### src/fitness_table_roulette_select_core_assert.svh
// Assertion macros shared by the fitness table RTL.
`ifndef FITNESS_TABLE_ROULETTE_SELECT_CORE_ASSERT_SVH
`define FITNESS_TABLE_ROULETTE_SELECT_CORE_ASSERT_SVH

// same-cycle implication
`define FTRS_ASSERT_IMP(label, clk, rst, ante, cons) \
   label: assert property (@(posedge clk) disable iff (rst) (ante) |-> (cons)) \
      else $error("same-cycle check failed");

// next-cycle implication
`define FTRS_ASSERT_NXT(label, clk, rst, ante, cons) \
   label: assert property (@(posedge clk) disable iff (rst) (ante) |=> (cons)) \
      else $error("next-cycle check failed");

`endif

### src/ftrs_pkg.sv
// ----------------------------------------------------------------------------
// ftrs_pkg
// Types and constants for the fitness table with roulette-wheel selection.
// ----------------------------------------------------------------------------
package ftrs_pkg;

   localparam int MAX_ENTRIES = 64;
   localparam int SCORE_BITS  = 16;

   localparam int TYPE_BITS   = 2;
   localparam int POS_BITS    = 6;
   localparam int IN_SCORE_BITS = 16;
   localparam int ID_BITS     = 6;
   localparam int RAND_BITS   = 31;
   localparam int CFG_BITS    = 7;
   localparam int CFG_RESET   = 64;

   localparam int IDX_BITS    = $clog2(MAX_ENTRIES);
   localparam int CNT_BITS    = IDX_BITS + 1;
   localparam int SUM_BITS    = SCORE_BITS + IDX_BITS;
   localparam int USE_BITS    = (CNT_BITS > CFG_BITS) ? CNT_BITS : CFG_BITS;
   localparam int STEP_BITS   = $clog2(RAND_BITS);

   typedef enum logic [TYPE_BITS-1:0] {
      REQ_WRITE  = 2'd0,
      REQ_SORT   = 2'd1,
      REQ_SELECT = 2'd2,
      REQ_ARGMAX = 2'd3
   } req_kind_type;

   typedef enum logic [3:0] {
      ST_IDLE,
      ST_SORT_LOAD,
      ST_SORT_SCAN,
      ST_SORT_STORE,
      ST_SUM,
      ST_MOD,
      ST_SEL_SCAN,
      ST_ARG_SCAN,
      ST_EMIT
   } state_type;

   typedef struct packed {
      logic [ID_BITS-1:0]    id;
      logic [SCORE_BITS-1:0] score;
   } entry_type;

   typedef struct packed {
      logic                wr_en;
      logic [IDX_BITS-1:0] wr_addr;
      entry_type           wr_data;
      logic                rd_en;
      logic [IDX_BITS-1:0] rd_addr;
   } table_cmd_type;

endpackage

### src/ftrs_table.sv
// ----------------------------------------------------------------------------
// ftrs_table
// Score/identifier memory, one write and one registered read per cycle.
// Entries never written read as score zero and identifier equal to position.
// ----------------------------------------------------------------------------
module ftrs_table (
   input  logic                   clock,
   input  logic                   reset,
   input  ftrs_pkg::table_cmd_type cmd,
   output ftrs_pkg::entry_type    rd_data
);
   import ftrs_pkg::*;

   entry_type             mem [MAX_ENTRIES];
   logic [MAX_ENTRIES-1:0] valid_ff;
   entry_type             rd_raw_ff;
   logic                  rd_valid_ff;
   logic [IDX_BITS-1:0]   rd_addr_ff;

   always_ff @(posedge clock) begin
      if (reset) begin
         valid_ff <= '0;
      end else if (cmd.wr_en) begin
         valid_ff[cmd.wr_addr] <= 1'b1;
      end
   end

   always_ff @(posedge clock) begin
      if (cmd.wr_en) begin
         mem[cmd.wr_addr] <= cmd.wr_data;
      end
      if (cmd.rd_en) begin
         rd_raw_ff   <= mem[cmd.rd_addr];
         rd_valid_ff <= valid_ff[cmd.rd_addr];
         rd_addr_ff  <= cmd.rd_addr;
      end
   end

   always_comb begin
      if (rd_valid_ff) begin
         rd_data = rd_raw_ff;
      end else begin
         rd_data.id    = ID_BITS'(rd_addr_ff);
         rd_data.score = '0;
      end
   end

endmodule

### src/ftrs_mod.sv
// ----------------------------------------------------------------------------
// ftrs_mod
// Restoring remainder unit: one dividend bit per cycle.
// ----------------------------------------------------------------------------
`include "fitness_table_roulette_select_core_assert.svh"

module ftrs_mod (
   input  logic                          clock,
   input  logic                          reset,
   input  logic                          start,
   input  logic [ftrs_pkg::RAND_BITS-1:0] dividend,
   input  logic [ftrs_pkg::SUM_BITS-1:0]  divisor,
   output logic                          done,
   output logic [ftrs_pkg::SUM_BITS-1:0]  remainder
);
   import ftrs_pkg::*;

   logic                 busy_ff, busy_in;
   logic                 done_ff, done_in;
   logic [STEP_BITS-1:0] cnt_ff, cnt_in;
   logic [RAND_BITS-1:0] dvd_ff, dvd_in;
   logic [SUM_BITS-1:0]  div_ff, div_in;
   logic [SUM_BITS-1:0]  rem_ff, rem_in;
   logic [SUM_BITS:0]    trial;

   always_comb begin
      busy_in = busy_ff;
      done_in = 1'b0;
      cnt_in  = cnt_ff;
      dvd_in  = dvd_ff;
      div_in  = div_ff;
      rem_in  = rem_ff;
      trial   = {rem_ff, dvd_ff[RAND_BITS-1]};
      if (start) begin
         busy_in = 1'b1;
         cnt_in  = STEP_BITS'(RAND_BITS - 1);
         dvd_in  = dividend;
         div_in  = divisor;
         rem_in  = '0;
      end else if (busy_ff) begin
         // remainder stays below divisor, so trial - divisor fits
         if (trial >= {1'b0, div_ff}) begin
            rem_in = SUM_BITS'(trial - {1'b0, div_ff});
         end else begin
            rem_in = trial[SUM_BITS-1:0];
         end
         dvd_in = {dvd_ff[RAND_BITS-2:0], 1'b0};
         cnt_in = cnt_ff - 1'b1;
         if (cnt_ff == '0) begin
            busy_in = 1'b0;
            done_in = 1'b1;
         end
      end
   end

   always_ff @(posedge clock) begin
      if (reset) begin
         busy_ff <= 1'b0;
         done_ff <= 1'b0;
      end else begin
         busy_ff <= busy_in;
         done_ff <= done_in;
      end
   end

   always_ff @(posedge clock) begin
      cnt_ff <= cnt_in;
      dvd_ff <= dvd_in;
      div_ff <= div_in;
      rem_ff <= rem_in;
   end

   assign done      = done_ff;
   assign remainder = rem_ff;

   `FTRS_ASSERT_IMP(a_rem_below_div, clock, reset, busy_ff, rem_ff < div_ff)
   `FTRS_ASSERT_NXT(a_start_busy, clock, reset, start, busy_ff)
   `FTRS_ASSERT_IMP(a_done_idle, clock, reset, done_ff, !busy_ff)

endmodule

### src/fitness_table_roulette_select_core.sv
// ----------------------------------------------------------------------------
// fitness_table_roulette_select_core
// Fitness score table: write, descending exchange sort, roulette select and
// argmax over the entries in use.
// ----------------------------------------------------------------------------
//  channel   | direction | handshake          | payload
//  req_*     | in        | req_valid/ready    | type, position, score, id, random
//  rsp_*     | out       | rsp_valid/ready    | chosen position, chosen id, zero flag
//  csr_*     | in        | csr_wr_en          | entries in use (7 bits)
//
// One request at a time; the table has one read and one write port and
// scans one entry per cycle. A select runs a sum pass, a bit-serial
// remainder and a pick pass; a zero total ends it after the sum pass.
// A result waiting on rsp_ready holds the next request only at its own
// final step. Synchronous reset clears the table.
// ----------------------------------------------------------------------------
`include "fitness_table_roulette_select_core_assert.svh"

module fitness_table_roulette_select_core (
   input  logic                               clock,
   input  logic                               reset,
   input  logic                               req_valid,
   output logic                               req_ready,
   input  logic [ftrs_pkg::TYPE_BITS-1:0]     req_type,
   input  logic [ftrs_pkg::POS_BITS-1:0]      req_position,
   input  logic [ftrs_pkg::IN_SCORE_BITS-1:0] req_score,
   input  logic [ftrs_pkg::ID_BITS-1:0]       req_entry_id,
   input  logic [ftrs_pkg::RAND_BITS-1:0]     req_random_value,
   output logic                               rsp_valid,
   input  logic                               rsp_ready,
   output logic [ftrs_pkg::POS_BITS-1:0]      rsp_chosen_position,
   output logic [ftrs_pkg::ID_BITS-1:0]       rsp_chosen_id,
   output logic                               rsp_zero_total,
   input  logic                               csr_wr_en,
   input  logic [ftrs_pkg::CFG_BITS-1:0]      csr_wr_data
);
   import ftrs_pkg::*;

   state_type            state_ff, state_in;
   req_kind_type         kind_ff, kind_in;
   logic [CFG_BITS-1:0]  cfg_ff;
   logic [RAND_BITS-1:0] rand_ff, rand_in;
   logic [IDX_BITS-1:0]  i_ff, i_in;
   logic [IDX_BITS-1:0]  j_ff, j_in;
   entry_type            cur_ff, cur_in;
   logic [SUM_BITS-1:0]  acc_ff, acc_in;
   logic [SUM_BITS-1:0]  total_ff, total_in;
   logic [SUM_BITS-1:0]  r_ff, r_in;
   logic [IDX_BITS-1:0]  best_pos_ff, best_pos_in;
   logic [POS_BITS-1:0]  res_pos_ff, res_pos_in;
   logic [ID_BITS-1:0]   res_id_ff, res_id_in;
   logic                 res_zero_ff, res_zero_in;
   logic                 rsp_valid_ff, rsp_valid_in;
   logic [POS_BITS-1:0]  rsp_pos_ff;
   logic [ID_BITS-1:0]   rsp_id_ff;
   logic                 rsp_zero_ff;

   logic [USE_BITS-1:0]  cfg_wide;
   logic [IDX_BITS-1:0]  last_idx;
   logic [SUM_BITS-1:0]  run_sum;
   logic                 req_fire;
   logic                 out_free;
   logic                 mod_start;
   logic                 mod_done;
   logic [SUM_BITS-1:0]  mod_rem;
   table_cmd_type        cmd;
   entry_type            rd;

   ftrs_table u_table (
      .clock   (clock),
      .reset   (reset),
      .cmd     (cmd),
      .rd_data (rd)
   );

   ftrs_mod u_mod (
      .clock     (clock),
      .reset     (reset),
      .start     (mod_start),
      .dividend  (rand_ff),
      .divisor   (run_sum),
      .done      (mod_done),
      .remainder (mod_rem)
   );

   // zero acts as one entry, anything past the table as the whole table
   always_comb begin
      cfg_wide = USE_BITS'(cfg_ff);
      if (cfg_wide == '0) begin
         last_idx = '0;
      end else if (cfg_wide > USE_BITS'(MAX_ENTRIES)) begin
         last_idx = IDX_BITS'(MAX_ENTRIES - 1);
      end else begin
         last_idx = IDX_BITS'(cfg_wide - USE_BITS'(1));
      end
   end

   assign req_ready = (state_ff == ST_IDLE);
   assign req_fire  = req_valid && req_ready;
   assign out_free  = !rsp_valid_ff || rsp_ready;
   assign run_sum   = acc_ff + SUM_BITS'(rd.score);

   always_comb begin
      state_in    = state_ff;
      kind_in     = kind_ff;
      rand_in     = rand_ff;
      i_in        = i_ff;
      j_in        = j_ff;
      cur_in      = cur_ff;
      acc_in      = acc_ff;
      total_in    = total_ff;
      r_in        = r_ff;
      best_pos_in = best_pos_ff;
      res_pos_in  = res_pos_ff;
      res_id_in   = res_id_ff;
      res_zero_in = res_zero_ff;
      mod_start   = 1'b0;
      cmd         = '0;

      case (state_ff)
         ST_IDLE: begin
            if (req_fire) begin
               kind_in     = req_kind_type'(req_type);
               rand_in     = req_random_value;
               res_pos_in  = '0;
               res_id_in   = '0;
               res_zero_in = 1'b0;
               i_in        = '0;
               j_in        = '0;
               acc_in      = '0;
               cmd.rd_addr = '0;
               case (req_kind_type'(req_type))
                  REQ_WRITE: begin
                     if (CNT_BITS'(req_position) < CNT_BITS'(MAX_ENTRIES)
                         || POS_BITS < CNT_BITS) begin
                        cmd.wr_en = (USE_BITS'(req_position) < USE_BITS'(MAX_ENTRIES));
                     end
                     cmd.wr_addr       = IDX_BITS'(req_position);
                     cmd.wr_data.score = SCORE_BITS'(req_score);
                     cmd.wr_data.id    = req_entry_id;
                     state_in          = ST_EMIT;
                  end
                  REQ_SORT: begin
                     if (last_idx == '0) begin
                        state_in = ST_EMIT;
                     end else begin
                        cmd.rd_en = 1'b1;
                        state_in  = ST_SORT_LOAD;
                     end
                  end
                  REQ_SELECT: begin
                     cmd.rd_en = 1'b1;
                     state_in  = ST_SUM;
                  end
                  default: begin
                     cmd.rd_en = 1'b1;
                     state_in  = ST_ARG_SCAN;
                  end
               endcase
            end
         end

         ST_SORT_LOAD: begin
            // rd holds entry i; start the inner pass at i+1
            cur_in      = rd;
            cmd.rd_en   = 1'b1;
            cmd.rd_addr = i_ff + 1'b1;
            j_in        = i_ff + 1'b1;
            state_in    = ST_SORT_SCAN;
         end

         ST_SORT_SCAN: begin
            // write j while reading j+1: never the same entry
            if (cur_ff.score < rd.score) begin
               cmd.wr_en   = 1'b1;
               cmd.wr_addr = j_ff;
               cmd.wr_data = cur_ff;
               cur_in      = rd;
            end
            if (j_ff == last_idx) begin
               state_in = ST_SORT_STORE;
            end else begin
               cmd.rd_en   = 1'b1;
               cmd.rd_addr = j_ff + 1'b1;
               j_in        = j_ff + 1'b1;
            end
         end

         ST_SORT_STORE: begin
            cmd.wr_en   = 1'b1;
            cmd.wr_addr = i_ff;
            cmd.wr_data = cur_ff;
            if (i_ff + 1'b1 == last_idx) begin
               state_in = ST_EMIT;
            end else begin
               cmd.rd_en   = 1'b1;
               cmd.rd_addr = i_ff + 1'b1;
               i_in        = i_ff + 1'b1;
               state_in    = ST_SORT_LOAD;
            end
         end

         ST_SUM: begin
            acc_in = run_sum;
            if (j_ff == last_idx) begin
               total_in = run_sum;
               if (run_sum == '0) begin
                  res_pos_in  = POS_BITS'(j_ff);
                  res_id_in   = rd.id;
                  res_zero_in = 1'b1;
                  state_in    = ST_EMIT;
               end else begin
                  mod_start = 1'b1;
                  state_in  = ST_MOD;
               end
            end else begin
               cmd.rd_en   = 1'b1;
               cmd.rd_addr = j_ff + 1'b1;
               j_in        = j_ff + 1'b1;
            end
         end

         ST_MOD: begin
            if (mod_done) begin
               r_in        = mod_rem;
               acc_in      = '0;
               j_in        = '0;
               cmd.rd_en   = 1'b1;
               cmd.rd_addr = '0;
               state_in    = ST_SEL_SCAN;
            end
         end

         ST_SEL_SCAN: begin
            acc_in = run_sum;
            if (run_sum > r_ff || j_ff == last_idx) begin
               res_pos_in = POS_BITS'(j_ff);
               res_id_in  = rd.id;
               state_in   = ST_EMIT;
            end else begin
               cmd.rd_en   = 1'b1;
               cmd.rd_addr = j_ff + 1'b1;
               j_in        = j_ff + 1'b1;
            end
         end

         ST_ARG_SCAN: begin
            if (j_ff == '0 || rd.score > cur_ff.score) begin
               cur_in      = rd;
               best_pos_in = j_ff;
            end
            if (j_ff == last_idx) begin
               if (j_ff == '0 || rd.score > cur_ff.score) begin
                  res_pos_in = POS_BITS'(j_ff);
                  res_id_in  = rd.id;
               end else begin
                  res_pos_in = POS_BITS'(best_pos_ff);
                  res_id_in  = cur_ff.id;
               end
               state_in = ST_EMIT;
            end else begin
               cmd.rd_en   = 1'b1;
               cmd.rd_addr = j_ff + 1'b1;
               j_in        = j_ff + 1'b1;
            end
         end

         ST_EMIT: begin
            if (out_free) begin
               state_in = ST_IDLE;
            end
         end

         default: begin
            state_in = ST_IDLE;
         end
      endcase
   end

   always_comb begin
      rsp_valid_in = rsp_valid_ff;
      if (state_ff == ST_EMIT && out_free) begin
         rsp_valid_in = 1'b1;
      end else if (rsp_ready) begin
         rsp_valid_in = 1'b0;
      end
   end

   always_ff @(posedge clock) begin
      if (reset) begin
         state_ff     <= ST_IDLE;
         rsp_valid_ff <= 1'b0;
         cfg_ff       <= CFG_BITS'(CFG_RESET);
      end else begin
         state_ff     <= state_in;
         rsp_valid_ff <= rsp_valid_in;
         if (csr_wr_en) begin
            cfg_ff <= csr_wr_data;
         end
      end
   end

   always_ff @(posedge clock) begin
      kind_ff     <= kind_in;
      rand_ff     <= rand_in;
      i_ff        <= i_in;
      j_ff        <= j_in;
      cur_ff      <= cur_in;
      acc_ff      <= acc_in;
      total_ff    <= total_in;
      r_ff        <= r_in;
      best_pos_ff <= best_pos_in;
      res_pos_ff  <= res_pos_in;
      res_id_ff   <= res_id_in;
      res_zero_ff <= res_zero_in;
      if (state_ff == ST_EMIT && out_free) begin
         rsp_pos_ff  <= res_pos_ff;
         rsp_id_ff   <= res_id_ff;
         rsp_zero_ff <= res_zero_ff;
      end
   end

   assign rsp_valid           = rsp_valid_ff;
   assign rsp_chosen_position = rsp_pos_ff;
   assign rsp_chosen_id       = rsp_id_ff;
   assign rsp_zero_total      = rsp_zero_ff;

   `FTRS_ASSERT_IMP(a_sel_rem_below_total, clock, reset, state_ff == ST_SEL_SCAN, r_ff < total_ff)
   `FTRS_ASSERT_IMP(a_sort_j_after_i, clock, reset, state_ff == ST_SORT_SCAN, j_ff > i_ff)
   `FTRS_ASSERT_NXT(a_one_request, clock, reset, req_valid && req_ready, !req_ready)
   `FTRS_ASSERT_IMP(a_zero_from_select, clock, reset, state_ff == ST_EMIT && res_zero_ff, kind_ff == REQ_SELECT)

endmodule

### config.mk
export PLATFORM = sky130hd
export DESIGN_NAME = fitness_table_roulette_select_core
export DESIGN_NICKNAME = d
export VERILOG_FILES = /design/src/ftrs_pkg.sv /design/src/ftrs_table.sv /design/src/ftrs_mod.sv /design/src/fitness_table_roulette_select_core.sv
export VERILOG_INCLUDE_DIRS = /design/src /design/src/src
export SDC_FILE = /design/constraint.sdc
export NUM_CORES = 2
export LEC_CHECK = 0
export ABC_CLOCK_PERIOD_IN_PS = 9300
export BUFFER_PORTS_ARGS = -buffer_cell sky130_fd_sc_hd__clkbuf_2
export CAP_MARGIN = 20
export CORE_MARGIN = 2
export CORE_UTILIZATION = 40
export CTS_BUF_LIST = sky130_fd_sc_hd__clkbuf_16
export DETAILED_ROUTE_END_ITERATION = 12
export PLACE_DENSITY = 0.64
export SETUP_SLACK_MARGIN = 0.4
export SYNTH_ARGS = -nofsm -noshare
export SYNTH_HDL_FRONTEND = slang
export SYNTH_SLANG_ARGS = --single-unit
### constraint.sdc
create_clock -name clock -period 9.3 [get_ports clock]
set_input_delay 0.465 -clock clock [delete_from_list [all_inputs] [get_ports clock]]
set_output_delay 0.465 -clock clock [all_outputs]
set_load 0.03 [all_outputs]
==> flow_summary.yaml <==
power_and_ir_drop:
  p_per_area_nw_per_um2: 344
  intPower_mw: 16.7
  comb_power_share: 0.402
  finalPower_mw: 28.1
  leakagePower_nw: 28.8
  switchingPower_mw: 11.4
  power.share.switching: 0.405
  p_seq_frac: 0.352
  p_clk_frac: 0.246
  ir_worst_vdd_uv: 369
grt:
  antenna_found_initial: 17
  grt-ovfl-total: 0
  grt_max_degree: 126
  grt_pass1_vias: 44397
  grt_pass1_wl_um: 308000
  track_usage: 0.225
logic_synthesis:
  synth-adder-area-share: 0.0119
  ys.flop_type: "edfxtp_1"
  ys_warn_count: 0
  synth_top_family_by_area: "simple AND/OR/NAND/NOR gates"
  syn_nets: 5543
  syn_area_per_cell_um2: 13.3
  yosys.cell_types.count: 100
  syn-instance-count: 5404
  yosys.area_share.simple: 0.112
  synth_xor_area_frac: 0.00885
  synth_seq_cells: 1736
  muxShareOfSynthArea: 0.0320
  synthArstFlopShare: 0
  synth_compound_area_frac: 0.100
  syn_area_um2: 72100
  synth_edf_count: 1631
  seq_area_frac_synth: 0.709
sta:
  finalCritPeriodShare: 0.916
  fin_hold_ws_ns: 0.0701
  final-setup-viol-count: 0
  max_clock_freq_mhz: 117
  worst_slew_pin_slew_ns: 1.13
  rsz0062_at_grt: "yes"
  min_period_ns: 8.52
  finalHoldViolCount: 0
  slew_headroom: 0.244
  final.setup_skew_ns: 0.0362
  tns_ns: 0
  final_max_slew_viol_count: 0
clock_network:
  cts_buffers: 176
  clock_latency_ns: 0.82
  cts.htree.levels: 4
  postCtsSetupBuffers: 0
  clock-sinks: 1736
  cts_tree: "done"
  clk_path_buf_depth: 3
  cts-root-buf: "clkbuf_16"
  clk_pin_slew_ns: 0.06
die:
  row_count: 155
  die_x_um: 428
  io_pins: 88
  coreArea_um2: 179000
  dieHeight_um: 428
  start_util: 0.403
  dieArea_um2: 184000
drt:
  viasPerCell: 5.86
  ant_nets: 0
  routed_wl_um: 212000
  drc: 0
  via_count: 47230
  post_drt_wl_per_cell_um: 26.2
  drtIter0Drc: 6372
  first_pass_iters: 6
setup_path:
  critPathTopFamily: "compound AO/OA/AOI/OAI gates"
  critPathLaunchType: "register"
  crit_slowest_cell: "o21ai_0"
  cp.required_ns: 9.98
  crit_fanout: 125
  r2r_slack_ns: 0.78
  cp.arrival_ns: 9.20
  crit_path_max_incr_delay_ns: 0.86
  worst_setup_path_end_kind: "register"
  cp.buffers_inverters: 3
  worst-setup-path-type: "register to register"
place:
  port_buffers: 87
  place_area_um2: 75700
  gp_congestion: 0.895
  post-dp-hpwl_um: 128000
  dpl.cell_count: 7695
final_layout:
  drive_above_1_share: 0.117
  area_growth_pct: 13.5
  layout_commonest_cell: "edfxtp_1"
  layout_common_cells: "1631 x edfxtp_1, 1110 x nand2_1, 297 x nand3_1"
  nets: 5699
  finalInstanceArea_um2: 81800
  fillers: 15720
  stdcell_count: 8066
run:
  drv_cap: 0
run_status:
  status: "finished clean"
hold_path:
  hold_class: "input port to register"
[layer usage]
layer / wire [um] / vias to the layer above / GRT usage
met5: 40 / - / 0
met4: 7210 / 6 / 0.0802
met3: 21000 / 363 / 0.0429
met2: 97100 / 2403 / 0.349
met1: 86200 / 23708 / 0.315
li1: - / 20750 / -
[sequential cells by signal, summed over array words and instances (netlist names), 22 cells and up]
register / flops
u_table.mem: 1408
u_table.rd_raw_ff: 22
u_table.valid_ff: 64
u_mod.div_ff: 22
u_mod.dvd_ff: 31
r_ff: 22
acc_ff: 22
u_mod.remainder: 22
cur_ff: 22
rand_ff: 31
[worst paths after layout]
| kind | start | endpoint | cells after the start |
|---|---|---|---|
| worst min-delay path | csr_wr_en | cfg_ff[6] | 2 |
| worst max-delay path | u_table.rd_valid_ff | u_table.rd_raw_ff[14] | 26 |
| worst min register to register | res_id_ff[1] | rsp_chosen_id[1] | 0 |
| worst max register to register | u_table.rd_valid_ff | u_table.rd_raw_ff[14] | 26 |
[cells by family (layout without fill, tap and decap cells)]
| kind of cell | count (synthesis) | in the layout |
|---|---|---|
| xor+xnor | 72 | 72 |
| flops | 1736 | 1736 |
| simple gates | 1866 | 1866 |
| mux | 225 | 225 |
| other cells | 0 | 3 |
| compound gates | 1028 | 1028 |
| buf+inv | 409 | 713 |
| fa+ha+maj | 68 | 68 |
[synth_stat cells, types with 17 or more instances]
cell type / number / area share
nand4_1: 17 / 0.0015
a32oi_1: 115 / 0.014
edfxtp_1: 1631 / 0.68
clkbuf_1: 122 / 0.0064
xnor2_1: 50 / 0.0061
xor2_1: 21 / 0.0026
inv_1: 94 / 0.0049
nor2b_1: 19 / 0.0016
o22ai_1: 62 / 0.0054
a22oi_1: 65 / 0.0068
buf_4: 27 / 0.0028
o2111ai_1: 19 / 0.0023
ha_1: 65 / 0.011
nand3_1: 297 / 0.021
a21o_1: 20 / 0.0021
buf_1: 39 / 0.0020
nand2b_1: 21 / 0.0018
nor3_1: 43 / 0.0030
nor4_1: 20 / 0.0017
or3_1: 18 / 0.0016
a31oi_1: 74 / 0.0064
nor2_1: 199 / 0.010
a211oi_1: 51 / 0.0053
o21ai_0: 108 / 0.0075
o21a_1: 68 / 0.0071
and2_1: 37 / 0.0032
mux2_2: 34 / 0.0053
a21oi_1: 233 / 0.016
mux2i_1: 184 / 0.026
nand2_1: 1110 / 0.058
a22o_1: 41 / 0.0050
dfxtp_1: 105 / 0.029
and3_1: 36 / 0.0031
buf_2: 109 / 0.0076
[through the flow]
stage          utilization  setup WS, ns
2_1_floorplan            -          2.30
3_3_place_gp         0.423         0.593
3_5_place_dp         0.423         0.360
4_1_cts              0.457         0.438
5_1_grt              0.458         0.367
6_report             0.458         0.783
[timing repair]
| action | 4_1_cts | 5_1_grt |
|---|---|---|
| gates resized for setup | 1 | 6 |
| cloned | 0 | 0 |
| endpoints found under the setup margin | 1 | 16 |
| hold buffers | 41 | 0 |
| endpoints found under the hold margin | 41 | 0 |
[power groups by stage]
stage                     registers (mW)  logic, mW  clock network (mW)
after floorplan                     9.85       7.19                   0
final                               9.91       11.3                6.93
after CTS                           9.90       11.2                7.00
after global placement              10.1       11.0                   0
after global routing                9.95       12.1                7.30
after detailed placement            10.1       11.1                   0
[layout make-up]
| class | count | area [um2] | area share |
|---|---|---|---|
| multi-input combinational | 3259 | 19600 | 0.239 |
| clock inverter | 148 | 1190 | 0.0146 |
| sequential | 1736 | 51100 | 0.624 |
| antenna | 3 | 7.51 | 0.0000917 |
| tap | 2355 | 2950 | 0.0360 |
| inverter | 101 | 404 | 0.00494 |
| clock buffer | 178 | 4450 | 0.0544 |
| timing repair buffer | 286 | 2150 | 0.0263 |
No activity file was read; power rests on OpenSTA's default activity.
